===== src/hdl/bbe_pkg.sv =====
package bbe_pkg;

    // row buffer geometry
    localparam int MAX_COLS = 64;
    localparam int COL_W    = $clog2(MAX_COLS + 1);
    localparam int ADDR_W   = $clog2(MAX_COLS);

    // field widths
    localparam int ROWS_W  = 16;
    localparam int VALUE_W = 64;
    localparam int COUNT_W = 24;
    localparam int CFG_W   = 64;
    localparam int CFG_IDX_W = 2;

    // register indexes
    localparam logic [CFG_IDX_W-1:0] CFG_NUM_ROWS        = 2'd0;
    localparam logic [CFG_IDX_W-1:0] CFG_NUM_COLS        = 2'd1;
    localparam logic [CFG_IDX_W-1:0] CFG_MISSING_PATTERN = 2'd2;
    localparam logic [CFG_IDX_W-1:0] CFG_CODED_COUNT     = 2'd3;

    // result status codes
    localparam logic [1:0] STATUS_OK        = 2'd0;
    localparam logic [1:0] STATUS_EXHAUSTED = 2'd1;
    localparam logic [1:0] STATUS_SEQUENCE  = 2'd2;

    // command queue between front and back
    localparam int QUEUE_DEPTH = 2;
    localparam int QPTR_W      = $clog2(QUEUE_DEPTH);
    localparam int QCNT_W      = $clog2(QUEUE_DEPTH + 1);

    typedef enum logic {
        CMD_BIT,
        CMD_CODED
    } cmd_kind_t;

    typedef struct packed {
        cmd_kind_t            kind;
        logic                 map_bit;
        logic [VALUE_W-1:0]   coded_value;
    } cmd_t;

    // effective configuration, already clamped
    typedef struct packed {
        logic [ROWS_W-1:0]    num_rows;
        logic [COL_W-1:0]     cols;
        logic [VALUE_W-1:0]   missing_pattern;
        logic [COUNT_W-1:0]   coded_count;
    } cfg_t;

    typedef struct packed {
        logic [VALUE_W-1:0]   value;
        logic                 missing;
        logic [1:0]           status;
        logic                 grid_done;
    } res_t;

endpackage


===== src/hdl/bbe_ram.sv =====
module bbe_ram #(
    parameter int WIDTH = 1,
    parameter int DEPTH = 64
) (
    input  logic                     clk,
    input  logic                     we,
    input  logic [$clog2(DEPTH)-1:0] waddr,
    input  logic [WIDTH-1:0]         wdata,
    input  logic [$clog2(DEPTH)-1:0] raddr,
    output logic [WIDTH-1:0]         rdata
);

    logic [WIDTH-1:0] mem [DEPTH];

    // one write port, registered read
    always_ff @(posedge clk)
    begin
        if (we)
        begin
            mem[waddr] <= wdata;
        end
        rdata <= mem[raddr];
    end

endmodule


===== src/hdl/bbe_front.sv =====
module bbe_front (
    input  logic                         clk,
    input  logic                         rst_n,
    input  logic                         item_valid,
    output logic                         item_stall,
    input  logic                         func,
    input  logic                         map_bit,
    input  logic [bbe_pkg::VALUE_W-1:0]  coded_value,
    output logic                         cmd_valid,
    output bbe_pkg::cmd_t                cmd,
    input  logic                         cmd_pop
);

    import bbe_pkg::*;

    cmd_t              queue_reg [QUEUE_DEPTH];
    logic [QPTR_W-1:0] wr_ptr_reg;
    logic [QPTR_W-1:0] rd_ptr_reg;
    logic [QCNT_W-1:0] count_reg;
    logic              push;
    logic              pop;
    cmd_t              item_cmd;

    // classify the incoming beat
    always_comb
    begin
        item_cmd.kind        = func ? CMD_CODED : CMD_BIT;
        item_cmd.map_bit     = map_bit;
        item_cmd.coded_value = coded_value;
    end

    assign item_stall = (count_reg == QCNT_W'(QUEUE_DEPTH));
    assign push       = item_valid && !item_stall;
    assign cmd_valid  = (count_reg != '0);
    assign pop        = cmd_pop && cmd_valid;
    assign cmd        = queue_reg[rd_ptr_reg];

    // payload storage
    always_ff @(posedge clk)
    begin
        if (push)
        begin
            queue_reg[wr_ptr_reg] <= item_cmd;
        end
    end

    // queue pointers
    always_ff @(posedge clk or negedge rst_n)
    begin
        if (!rst_n)
        begin
            wr_ptr_reg <= '0;
            rd_ptr_reg <= '0;
            count_reg  <= '0;
        end
        else
        begin
            if (push)
            begin
                wr_ptr_reg <= wr_ptr_reg + 1'b1;
            end
            if (pop)
            begin
                rd_ptr_reg <= rd_ptr_reg + 1'b1;
            end
            if (push && !pop)
            begin
                count_reg <= count_reg + 1'b1;
            end
            else if (pop && !push)
            begin
                count_reg <= count_reg - 1'b1;
            end
        end
    end

endmodule


===== src/hdl/bbe_back.sv =====
module bbe_back (
    input  logic                         clk,
    input  logic                         rst_n,
    input  bbe_pkg::cfg_t                cfg,
    input  logic                         cmd_valid,
    input  bbe_pkg::cmd_t                cmd,
    output logic                         cmd_pop,
    output logic                         result_valid,
    input  logic                         result_stall,
    output logic [bbe_pkg::VALUE_W-1:0]  value,
    output logic                         missing,
    output logic [1:0]                   status,
    output logic                         run_last,
    output logic                         grid_done
);

    import bbe_pkg::*;

    typedef enum logic [1:0] {
        S_IDLE,
        S_READ,
        S_EVAL,
        S_FIN
    } state_t;

    state_t              state_reg,     state_next;
    logic [COL_W-1:0]    load_col_reg,  load_col_next;
    logic [COL_W-1:0]    emit_col_reg,  emit_col_next;
    logic [ROWS_W-1:0]   row_index_reg, row_index_next;
    logic                emitting_reg,  emitting_next;
    logic [COUNT_W-1:0]  used_reg,      used_next;
    logic                pend_valid_reg, pend_valid_next;
    res_t                pend_reg,      pend_next;
    logic                out_valid_reg, out_valid_next;
    res_t                out_reg,       out_next;
    logic                out_last_reg,  out_last_next;

    logic                ram_we;
    logic [ADDR_W-1:0]   ram_waddr;
    logic                ram_rbit;
    logic [COL_W-1:0]    rev_col;
    logic [COL_W-1:0]    load_inc;
    logic                out_free;
    logic                can_push;
    logic                present;
    logic                last_row;
    logic                push;
    logic                finish;
    logic                restart;
    res_t                push_res;

    // row buffer, natural column order
    bbe_ram #(
        .WIDTH (1),
        .DEPTH (MAX_COLS)
    ) u_row_buf (
        .clk   (clk),
        .we    (ram_we),
        .waddr (ram_waddr),
        .wdata (cmd.map_bit),
        .raddr (emit_col_reg[ADDR_W-1:0]),
        .rdata (ram_rbit)
    );

    assign rev_col  = cfg.cols - COL_W'(1) - load_col_reg;
    assign load_inc = (load_col_reg < cfg.cols) ? load_col_reg + COL_W'(1) : load_col_reg;
    assign out_free = !out_valid_reg || !result_stall;
    assign can_push = !pend_valid_reg || out_free;
    assign present  = ram_rbit && (cfg.coded_count != '0);
    assign last_row = ({1'b0, row_index_reg} + 17'd1) >= {1'b0, cfg.num_rows};

    // sequencer: load bits, walk the row, hold the newest result until its end is known
    always_comb
    begin
        state_next      = state_reg;
        load_col_next   = load_col_reg;
        emit_col_next   = emit_col_reg;
        row_index_next  = row_index_reg;
        emitting_next   = emitting_reg;
        used_next       = used_reg;
        cmd_pop         = 1'b0;
        ram_we          = 1'b0;
        ram_waddr       = load_col_reg[ADDR_W-1:0];
        push            = 1'b0;
        finish          = 1'b0;
        restart         = 1'b0;
        push_res        = '0;
        pend_next       = pend_reg;

        unique case (state_reg)
            S_IDLE:
            begin
                if (cmd_valid)
                begin
                    cmd_pop = 1'b1;
                    if (!emitting_reg)
                    begin
                        if (cmd.kind == CMD_CODED)
                        begin
                            push            = 1'b1;
                            push_res.status = STATUS_SEQUENCE;
                            state_next      = S_FIN;
                        end
                        else
                        begin
                            if (load_col_reg < cfg.cols)
                            begin
                                ram_we    = 1'b1;
                                ram_waddr = row_index_reg[0] ? rev_col[ADDR_W-1:0]
                                                             : load_col_reg[ADDR_W-1:0];
                            end
                            load_col_next = load_inc;
                            if (load_inc >= cfg.cols)
                            begin
                                emit_col_next = '0;
                                state_next    = S_READ;
                            end
                        end
                    end
                    else
                    begin
                        if (cmd.kind == CMD_BIT)
                        begin
                            push            = 1'b1;
                            push_res.status = STATUS_SEQUENCE;
                            state_next      = S_FIN;
                        end
                        else
                        begin
                            push           = 1'b1;
                            push_res.value = cmd.coded_value;
                            used_next      = used_reg + COUNT_W'(1);
                            emit_col_next  = emit_col_reg + COL_W'(1);
                            emitting_next  = 1'b0;
                            state_next     = S_READ;
                        end
                    end
                end
            end

            S_READ:
            begin
                state_next = S_EVAL;
            end

            S_EVAL:
            begin
                if (emit_col_reg >= cfg.cols)
                begin
                    // row complete
                    if (last_row)
                    begin
                        pend_next.grid_done = 1'b1;
                        restart             = 1'b1;
                    end
                    else
                    begin
                        row_index_next = row_index_reg + ROWS_W'(1);
                        load_col_next  = '0;
                        emit_col_next  = '0;
                        emitting_next  = 1'b0;
                    end
                    state_next = S_FIN;
                end
                else if (present)
                begin
                    if (used_reg >= cfg.coded_count)
                    begin
                        // coded values exhausted, grid ends
                        if (can_push)
                        begin
                            push               = 1'b1;
                            push_res.status    = STATUS_EXHAUSTED;
                            push_res.grid_done = 1'b1;
                            restart            = 1'b1;
                            state_next         = S_FIN;
                        end
                    end
                    else
                    begin
                        emitting_next = 1'b1;
                        state_next    = pend_valid_reg ? S_FIN : S_IDLE;
                    end
                end
                else if (can_push)
                begin
                    push             = 1'b1;
                    push_res.value   = cfg.missing_pattern;
                    push_res.missing = 1'b1;
                    emit_col_next    = emit_col_reg + COL_W'(1);
                    state_next       = S_READ;
                end
            end

            S_FIN:
            begin
                if (out_free)
                begin
                    finish     = 1'b1;
                    state_next = S_IDLE;
                end
            end

            default:
            begin
                state_next = S_IDLE;
            end
        endcase

        if (restart)
        begin
            row_index_next = '0;
            used_next      = '0;
            load_col_next  = '0;
            emit_col_next  = '0;
            emitting_next  = 1'b0;
        end
    end

    // pending result and output register
    always_comb
    begin
        pend_valid_next = pend_valid_reg;
        out_valid_next  = out_valid_reg && result_stall;
        out_next        = out_reg;
        out_last_next   = out_last_reg;
        if (push)
        begin
            if (pend_valid_reg)
            begin
                out_valid_next = 1'b1;
                out_next       = pend_reg;
                out_last_next  = 1'b0;
            end
            pend_valid_next = 1'b1;
        end
        if (finish)
        begin
            out_valid_next  = 1'b1;
            out_next        = pend_reg;
            out_last_next   = 1'b1;
            pend_valid_next = 1'b0;
        end
    end

    // state and registered outputs
    always_ff @(posedge clk or negedge rst_n)
    begin
        if (!rst_n)
        begin
            state_reg      <= S_IDLE;
            load_col_reg   <= '0;
            emit_col_reg   <= '0;
            row_index_reg  <= '0;
            emitting_reg   <= 1'b0;
            used_reg       <= '0;
            pend_valid_reg <= 1'b0;
            out_valid_reg  <= 1'b0;
            out_last_reg   <= 1'b0;
        end
        else
        begin
            state_reg      <= state_next;
            load_col_reg   <= load_col_next;
            emit_col_reg   <= emit_col_next;
            row_index_reg  <= row_index_next;
            emitting_reg   <= emitting_next;
            used_reg       <= used_next;
            pend_valid_reg <= pend_valid_next;
            out_valid_reg  <= out_valid_next;
            out_last_reg   <= out_last_next;
        end
    end

    // result payload
    always_ff @(posedge clk)
    begin
        if (push)
        begin
            pend_reg <= push_res;
        end
        else
        begin
            pend_reg <= pend_next;
        end
        out_reg <= out_next;
    end

    assign result_valid = out_valid_reg;
    assign value        = out_reg.value;
    assign missing      = out_reg.missing;
    assign status       = out_reg.status;
    assign run_last     = out_last_reg;
    assign grid_done    = out_reg.grid_done;

    // checks
    a_fin_has_pend: assert property (@(posedge clk) disable iff (!rst_n)
        (state_reg == S_FIN) |-> pend_valid_reg)
        else $error("final state without a pending result");

    a_idle_no_pend: assert property (@(posedge clk) disable iff (!rst_n)
        (state_reg == S_IDLE) |-> !pend_valid_reg)
        else $error("pending result left over between items");

    a_done_is_last: assert property (@(posedge clk) disable iff (!rst_n)
        (out_valid_reg && out_reg.grid_done) |-> out_last_reg)
        else $error("grid end not on the last result of its item");

    a_cols_bound: assert property (@(posedge clk) disable iff (!rst_n)
        (load_col_reg <= COL_W'(MAX_COLS)) && (emit_col_reg <= COL_W'(MAX_COLS)))
        else $error("column counter beyond row buffer");

    a_emit_waits: assert property (@(posedge clk) disable iff (!rst_n)
        (emitting_reg && state_reg == S_IDLE) |-> (emit_col_reg < cfg.cols))
        else $error("awaiting a coded value past the row end");

endmodule


===== src/hdl/boustrophedonic_bitmap_expand_unit.sv =====
// Boustrophedonic bitmap expansion unit.
// Item channel (item_valid/item_stall): func 0 carries one presence bit in
// stored order, func 1 carries one coded value. A beat is taken when
// item_valid is high and item_stall low; a two-entry command queue parts
// the input from the row sequencer, so input is taken while results wait.
// Result channel (result_valid/result_stall): one grid point per beat, in
// natural order; run_last marks the last result of an item, grid_done the
// final point of the grid or an exhausted result.
// A presence bit that leaves its row open is only stored; each walked point
// takes a row buffer RAM read, then evaluation; an item leaves the queue, then closes.
// Configuration (cfg_we/cfg_index/cfg_data) is written while the unit is idle.
// Reset clears the grid position and queue, and loads the register reset
// values; the row buffer needs no clearing pass.
// With result_stall high the output beat holds; the walk pauses and the
// queue fills, then item_stall rises.
module boustrophedonic_bitmap_expand_unit (
    input  logic                           clk,
    input  logic                           rst_n,
    input  logic                           cfg_we,
    input  logic [bbe_pkg::CFG_IDX_W-1:0]  cfg_index,
    input  logic [bbe_pkg::CFG_W-1:0]      cfg_data,
    input  logic                           item_valid,
    output logic                           item_stall,
    input  logic                           func,
    input  logic                           map_bit,
    input  logic [bbe_pkg::VALUE_W-1:0]    coded_value,
    output logic                           result_valid,
    input  logic                           result_stall,
    output logic [bbe_pkg::VALUE_W-1:0]    value,
    output logic                           missing,
    output logic [1:0]                     status,
    output logic                           run_last,
    output logic                           grid_done
);

    import bbe_pkg::*;

    logic [ROWS_W-1:0]  num_rows_reg;
    logic [COL_W-1:0]   num_cols_reg;
    logic [VALUE_W-1:0] missing_pattern_reg;
    logic [COUNT_W-1:0] coded_count_reg;
    cfg_t               cfg;
    logic               cmd_valid;
    cmd_t               cmd;
    logic               cmd_pop;

    // configuration registers
    always_ff @(posedge clk or negedge rst_n)
    begin
        if (!rst_n)
        begin
            num_rows_reg        <= ROWS_W'(1);
            num_cols_reg        <= COL_W'(MAX_COLS);
            missing_pattern_reg <= '0;
            coded_count_reg     <= '0;
        end
        else if (cfg_we)
        begin
            unique case (cfg_index)
                CFG_NUM_ROWS:        num_rows_reg        <= cfg_data[ROWS_W-1:0];
                CFG_NUM_COLS:        num_cols_reg        <= cfg_data[COL_W-1:0];
                CFG_MISSING_PATTERN: missing_pattern_reg <= cfg_data[VALUE_W-1:0];
                CFG_CODED_COUNT:     coded_count_reg     <= cfg_data[COUNT_W-1:0];
                default:             num_rows_reg        <= num_rows_reg;
            endcase
        end
    end

    // clamp rows and columns to their usable range
    always_comb
    begin
        cfg.num_rows        = (num_rows_reg == '0) ? ROWS_W'(1) : num_rows_reg;
        if (num_cols_reg == '0)
        begin
            cfg.cols = COL_W'(1);
        end
        else if (num_cols_reg > COL_W'(MAX_COLS))
        begin
            cfg.cols = COL_W'(MAX_COLS);
        end
        else
        begin
            cfg.cols = num_cols_reg;
        end
        cfg.missing_pattern = missing_pattern_reg;
        cfg.coded_count     = coded_count_reg;
    end

    bbe_front u_front (
        .clk         (clk),
        .rst_n       (rst_n),
        .item_valid  (item_valid),
        .item_stall  (item_stall),
        .func        (func),
        .map_bit     (map_bit),
        .coded_value (coded_value),
        .cmd_valid   (cmd_valid),
        .cmd         (cmd),
        .cmd_pop     (cmd_pop)
    );

    bbe_back u_back (
        .clk          (clk),
        .rst_n        (rst_n),
        .cfg          (cfg),
        .cmd_valid    (cmd_valid),
        .cmd          (cmd),
        .cmd_pop      (cmd_pop),
        .result_valid (result_valid),
        .result_stall (result_stall),
        .value        (value),
        .missing      (missing),
        .status       (status),
        .run_last     (run_last),
        .grid_done    (grid_done)
    );

endmodule

===== config.mk =====
export PLATFORM = sky130hd
export DESIGN_NAME = boustrophedonic_bitmap_expand_unit
export DESIGN_NICKNAME = d
export VERILOG_FILES = /design/src/hdl/bbe_pkg.sv /design/src/hdl/bbe_ram.sv /design/src/hdl/bbe_front.sv /design/src/hdl/bbe_back.sv /design/src/hdl/boustrophedonic_bitmap_expand_unit.sv
export SDC_FILE = /design/constraint.sdc
export NUM_CORES = 1
export LEC_CHECK = 0
export ABC_CLOCK_PERIOD_IN_PS = 20500
export BUFFER_PORTS_ARGS = -buffer_cell sky130_fd_sc_hd__buf_2
export CAP_MARGIN = 20
export CORE_ASPECT_RATIO = 1.1
export CORE_MARGIN = 5
export CORE_UTILIZATION = 64
export DETAILED_ROUTE_END_ITERATION = 10
export GPL_TIMING_DRIVEN = 1
export PLACE_DENSITY = 0.85
export SETUP_SLACK_MARGIN = 0.1
export SYNTH_ARGS = -nofsm -noshare
export SYNTH_HDL_FRONTEND = slang
export SYNTH_SLANG_ARGS = --single-unit
export TNS_END_PERCENT = 20

===== constraint.sdc =====
create_clock -name clk -period 20.5 [get_ports clk]
set_input_delay 1.025 -clock clk [delete_from_list [all_inputs] [get_ports clk]]
set_output_delay 1.025 -clock clk [all_outputs]
set_load 0.005 [all_outputs]

# == Word-level counts from Yosys, hierarchy flattened ==
# Memory sizes are Yosys's and may differ from the RTL's. A register that Yosys moved wholly into a read port is not among the register bits.
# Cells that the tools add are included.
# totals
rom_bits,0
ram_bits,196
mem_count,2
out_inout_bits,71
reg_bits,311
latch_bits,0
# op_classes
bitwise_logic,1
muxes,117
reduce_logical,46
add_sub_neg,11
shift,0
n_eq_ne,26
div_mod_pow,0
mul,0
magnitude_cmp,6
# mem_list
name,words,width,rd,rd_clocked_by_memory_dff,write_ports,line,source
u_front.queue_reg,2,66,1,0,1,bbe_front.sv:16,cmd_t queue_reg [QUEUE_DEPTH];
u_back.u_row_buf.mem,64,1,1,1,1,bbe_ram.sv:13,logic [WIDTH-1:0] mem [DEPTH];
# op_table
cell,count
$mux W68,4
$mux W64,3
$mux W65,2
$pmux W64 S2,1
$mux W7,18
$mux W24,5
$mux W16,5
$mux W1,46
$mux W2,19
$mux W6,6
$pmux W7 S2,2
$reduce_bool A2 Y1,13
$add A24 B1 Y24 const B,1
$ge A24 B24 Y1,1
$reduce_bool A24 Y1,1
$ne A4 B1 Y1 const B,5
$add A16 B1 Y17 const B,1
$ge A17 B16 Y1,1
$add A16 B1 Y16 const B,1
$logic_not A16 Y1,1
$add A7 B1 Y7 const B,2
$ge A7 B7 Y1,2
$ne A4 B4 Y1 const B,3
$eq A2 B2 Y1 const B,5
other kinds (33),59

# == Depth between registers and ports, before layout ==
# logic_depth
word_depth,12
depth_mapped,23
mapped_depth_nobuf,20

# == Cells and area by module ==
# A second synthesis with hierarchy kept.
# unflattened
cells_unflattened,1516
hier_area_um2,22261.4
# by_module_without_submodules
mod,n_inst,seq_area_each_um2,cells_per_inst,area_per_inst_um2
bbe_back,1,5585.4,821,9938.3
bbe_front,1,4063.9,224,5073.6
boustrophedonic_bitmap_expand_unit,1,2780.2,266,4312.9
bbe_ram,1,1941.9,205,2936.6

# == Least setup slack after synthesis ==
# No wires, ideal clock.
# synth_timing
path_type,reg2reg
start,reg u_back.emit_col_reg[0]
end,"reg u_back.out_reg (netlist bit u_back.grid_done), enable pin"
period_less_slack_ns,7.986
path_buffers,3
slack_ns,12.514
t_arrival_ns,7.558
path_stages_with_launch,14
path_cell_list,dfrtp_1 > buf_2 > buf_4 > inv_1 > ha_1 > nand2b_1 > a211o_1 > a21oi_2 > and2_1 > buf_4 > nand2_1 > o22ai_1 > nand2_1 > nand2_1
# synth_between
elab_chain_cells,5
# synth_rtl
element,line,source
start: declaration,bbe_back.sv:28,"logic [COL_W-1:0] emit_col_reg, emit_col_next;"
start signal: assignment,bbe_back.sv:265,emit_col_reg <= emit_col_next;
$ge A7 B7 Y1,bbe_back.sv:148,if (emit_col_reg >= cfg.cols)
$mux W1,bbe_back.sv:148,
$pmux W1 S2,bbe_back.sv:90,unique case (state_reg)
via u_back.push,bbe_back.sv:47,logic push;
$reduce_bool A2 Y1 (no line),--,
$reduce_and A2 Y1 (no line),--,
end signal: assignment,bbe_back.sv:286,out_reg <= out_next;
end: declaration,bbe_back.sv:35,"res_t out_reg, out_next;"
# The timed path passes the listed nets, and every way through them passes these cells.
# A chain may end at the register's enable or synchronous reset.

# == Worst setup path in the final report ==
# layout_timing
start,reg num_cols_reg[6]
end,reg u_back.emit_col_reg[0]
# layout_between
elab_chain_cells,8
word_cells_on_any_way,22
cone_classes,order compare: 4; eq/ne: 7; mux: 8; reduce/logical: 3
# layout_rtl
element,line,source
start: declaration,boustrophedonic_bitmap_expand_unit.sv:39,logic [COL_W-1:0] num_cols_reg;
start signal: assignment,boustrophedonic_bitmap_expand_unit.sv:53,num_cols_reg <= COL_W'(MAX_COLS);
start signal: assignment,boustrophedonic_bitmap_expand_unit.sv:61,CFG_NUM_COLS: num_cols_reg <= cfg_data[COL_W-1:0];
$gt A7 B7 Y1,boustrophedonic_bitmap_expand_unit.sv:77,else if (num_cols_reg > COL_W'(MAX_COLS))
$mux W7,boustrophedonic_bitmap_expand_unit.sv:77,
$mux W7 (*),boustrophedonic_bitmap_expand_unit.sv:73,if (num_cols_reg == '0)
$lt A7 B7 Y1 / $ge A7 B7 Y1 (equally long branches),"bbe_back.sv:66, bbe_back.sv:148",
$mux W7 / $mux W1 (equally long branches),"bbe_back.sv:66, bbe_back.sv:148",
$ge A7 B7 Y1 / $mux W1 (equally long branches),"bbe_back.sv:113, bbe_back.sv:90",
$ne A4 B1 Y1 (no line) (tied with other cells),--,
$reduce_and A8 Y1 (no line),--,
# Mark *: on every way between the ends. The rest lies on a longest branch, timed or not.

==> qor.csv <==
metric;value;unit
Max-Cap Viols;0;
core area;33500;um^2
total track usage;25.8;%
Final setup viols;0;
Mean Syn Cell Area;13.8;um^2
Critical Path RT;20990;ps
Layout Nets;1999;
vias in the first global route;14100;
end-of-flow core utilization;74.2;%
clock sink count;508;
Final Cycle Share;23.1;%
FFs w/ async S/R, synth;34.4;%
via count;13500;
status;finished clean;
H-Tree Level Count;2;
total CTS buffers;47;
Pwr Density;132;nW/um^2
Slew HR;27.6;%
Synth Net Count;1790;
CTS tree;yes;
boundary pin count;208;
fin area;24800;um^2
die area;37800;um^2
LEAKAGE;10.1;nW
RSZ-0062 raised after global routing;false;
critical path launch point type;flip-flop;
Crit path arrival time;5230;ps
First-pass DRT Iterations;5;
Synth Cell Area;21800;um^2
share of layout cells above drive strength 1;24.5;%
DRC;0;
worst path cell trace;inv_1 -> nand2_1 -> inv_1 -> ha_1 -> o21ai_0 -> nand2b_1 -> a21oi_1 -> a21o_1 -> and2_0 -> nand3_1 -> xnor2_1 -> ha_1 -> o2111ai_1 -> o21ai_0 -> a21oi_1 -> o31a_1 -> a211oi_2 -> and3_1 -> mux2_2;
CTS Buffer Depth;3;
1st-iter DRT viols;947;
hpwl dp;31.8;mm
Max VDD drop;0.118;mV
Slowest cell on crit path;dfstp_2;
Fmax;0.211;GHz
post-CTS setup buffers;0;
clock slew at reported path FFs;60;ps
CTS Hold Buffers Added;0;
largest net degree at the start of global routing;73;
vias per inst;5.93;
Distinct cells, synth;69;
GP Congestion;0.869;
worst skew pair latency;570;ps
critical path's largest stage delay;550;ps
Post-DP Area;23200;um^2
cell row count;70;
Chip Height;203;um
setup TNS;0;ps
post_cts resized;0;
Post-synth EDFFs;332;
CP Capture Type;flip-flop;
Register-to-Register Path Depth;19;
WP depth;19;
setup ws final;15760;ps
Die Wd;186;um
initial antenna violation count;15;
Synth Instances;1579;
Pins Over Slew Limit;0;
Wirelength per Cell;21.5;um
Final Skew;21.7;ps
global-route congestion overflow total;0;
Final Hold Viols;0;
drt total wl;48.8;mm
#FFs+latches synth;508;
Layout area overhead;14.0;%
Pwr Total;0.00329;W
Synthesis Warnings;0;
Synth Flop Type;edfxtp_1;
CP max FO;9;
Largest register FFs;132;
PortBufs;207;
crit path kind;flip-flop to flip-flop;
Seq/Total Area, Yosys;66.0;%
Hold Crit Class;input port to asynchronous set/reset pin;
Antenna Nets Post-Route;0;
worst slack, placed;15800;ps
initial core utilization;65.1;%
fin crit period;4740;ps
global-route wire length before repair;75.5;mm
worst path bufs/invs;2;
crit-path leading delay family;compound AO/OA/AOI/OAI gates;
slew at the pin with the worst max-slew slack;1090;ps
root buf cell;clkbuf_16;
final cells by class:
class                      instances  area (um^2)
antenna                           11         27.5
clock buffer                      60         1280
clock inverter                    28          264
fill                            2084         8640
inverter                          68          255
multi-input combinational        944         6940
sequential                       508        14400
tap                              432          541
timing repair buffer             219         1140
cell usage after synthesis, drive strengths merged (5+ instances only):
cell type / count / area [um^2]
ha: 73 / 913
nor2: 122 / 460
mux2: 103 / 1160
and3: 18 / 113
clkbuf: 37 / 139
nor2b: 7 / 43.8
nand4: 12 / 75.1
mux2i: 72 / 721
edfxtp: 332 / 9970
nand3: 25 / 130
and2: 5 / 33.8
a22o: 9 / 78.8
a21o: 10 / 75.1
nor4: 13 / 103
nand2b: 20 / 125
a211oi: 6 / 50.1
xnor2: 26 / 228
buf: 22 / 115
o21ai: 126 / 638
nor3: 12 / 81.3
inv: 68 / 255
dfrtp: 173 / 4330
mux4: 21 / 473
a21oi: 35 / 183
xor2: 26 / 228
nand2: 160 / 601
worst paths after layout:
path	start	end	slack [ps]
max in group asynchronous	rst_n	u_front.rd_ptr_reg$_DFFE_PN0P_	18630
min in group clk	u_back.pend_next[4]$_DFFE_PP_	u_back.value[0]$_DFFE_PP_	410
setup / recovery	num_cols_reg[6]$_DFFE_PN1P_	u_back.emit_col_reg[0]$_DFFE_PN0P_	15760
hold / removal	rst_n	u_back.row_index_reg[9]$_DFFE_PN0P_	400
setup reg to reg	num_cols_reg[6]$_DFFE_PN1P_	u_back.emit_col_reg[0]$_DFFE_PN0P_	15760
hold reg to reg	u_back.pend_next[4]$_DFFE_PP_	u_back.value[0]$_DFFE_PP_	410
per-stage QoR:
stage	hold slack, ps	cells
2_1_floorplan	400	1579
3_3_place_gp	401	2170
3_5_place_dp	405	2170
4_1_cts	400	2258
5_1_grt	415	2268
6_report	402	2270
kinds of logic (layout without fill, tap and decap cells):
family | after synthesis | in the layout | share of synthesized area [%]
simple gates | 407 | 407 | 8.57
xor+xnor | 52 | 52 | 2.09
other cells | 0 | 11 | 0
fa+ha+maj | 74 | 74 | 4.29
compound gates | 215 | 215 | 5.85
buf+inv | 127 | 375 | 2.34
flops | 508 | 508 | 66.0
mux | 196 | 196 | 10.8
report_power, final:
| group | total [W] | internal, W | switching, W |
|---|---|---|---|
| clock | 0.000862 | 0.000484 | 0.000378 |
| sequential | 0.00162 | 0.00149 | 0.000134 |
| combinational | 0.000806 | 0.000299 | 0.000508 |
layout by cell type (no fill, tap or decap), drive strengths merged, types with 70 or more instances in the layout:
cell type	n
edfxtp	332
buf	219
dfrtp	173
nand2	160
o21ai	126
nor2	122
mux2	103
ha	73
mux2i	72
inv	70
per-layer routing:
| metal | share of wire [%] | GRT usage (%) | up-vias |
|---|---|---|---|
| met4 | 4.6 | 11.6 | 10 |
| met5 | 0.14 | 0 | - |
| met1 | 38 | 32.5 | 6651 |
| li1 | - | - | 6158 |
| met2 | 51 | 43.2 | 508 |
| met3 | 6.9 | 5.42 | 141 |
Power figures use the tool's default switching activity.
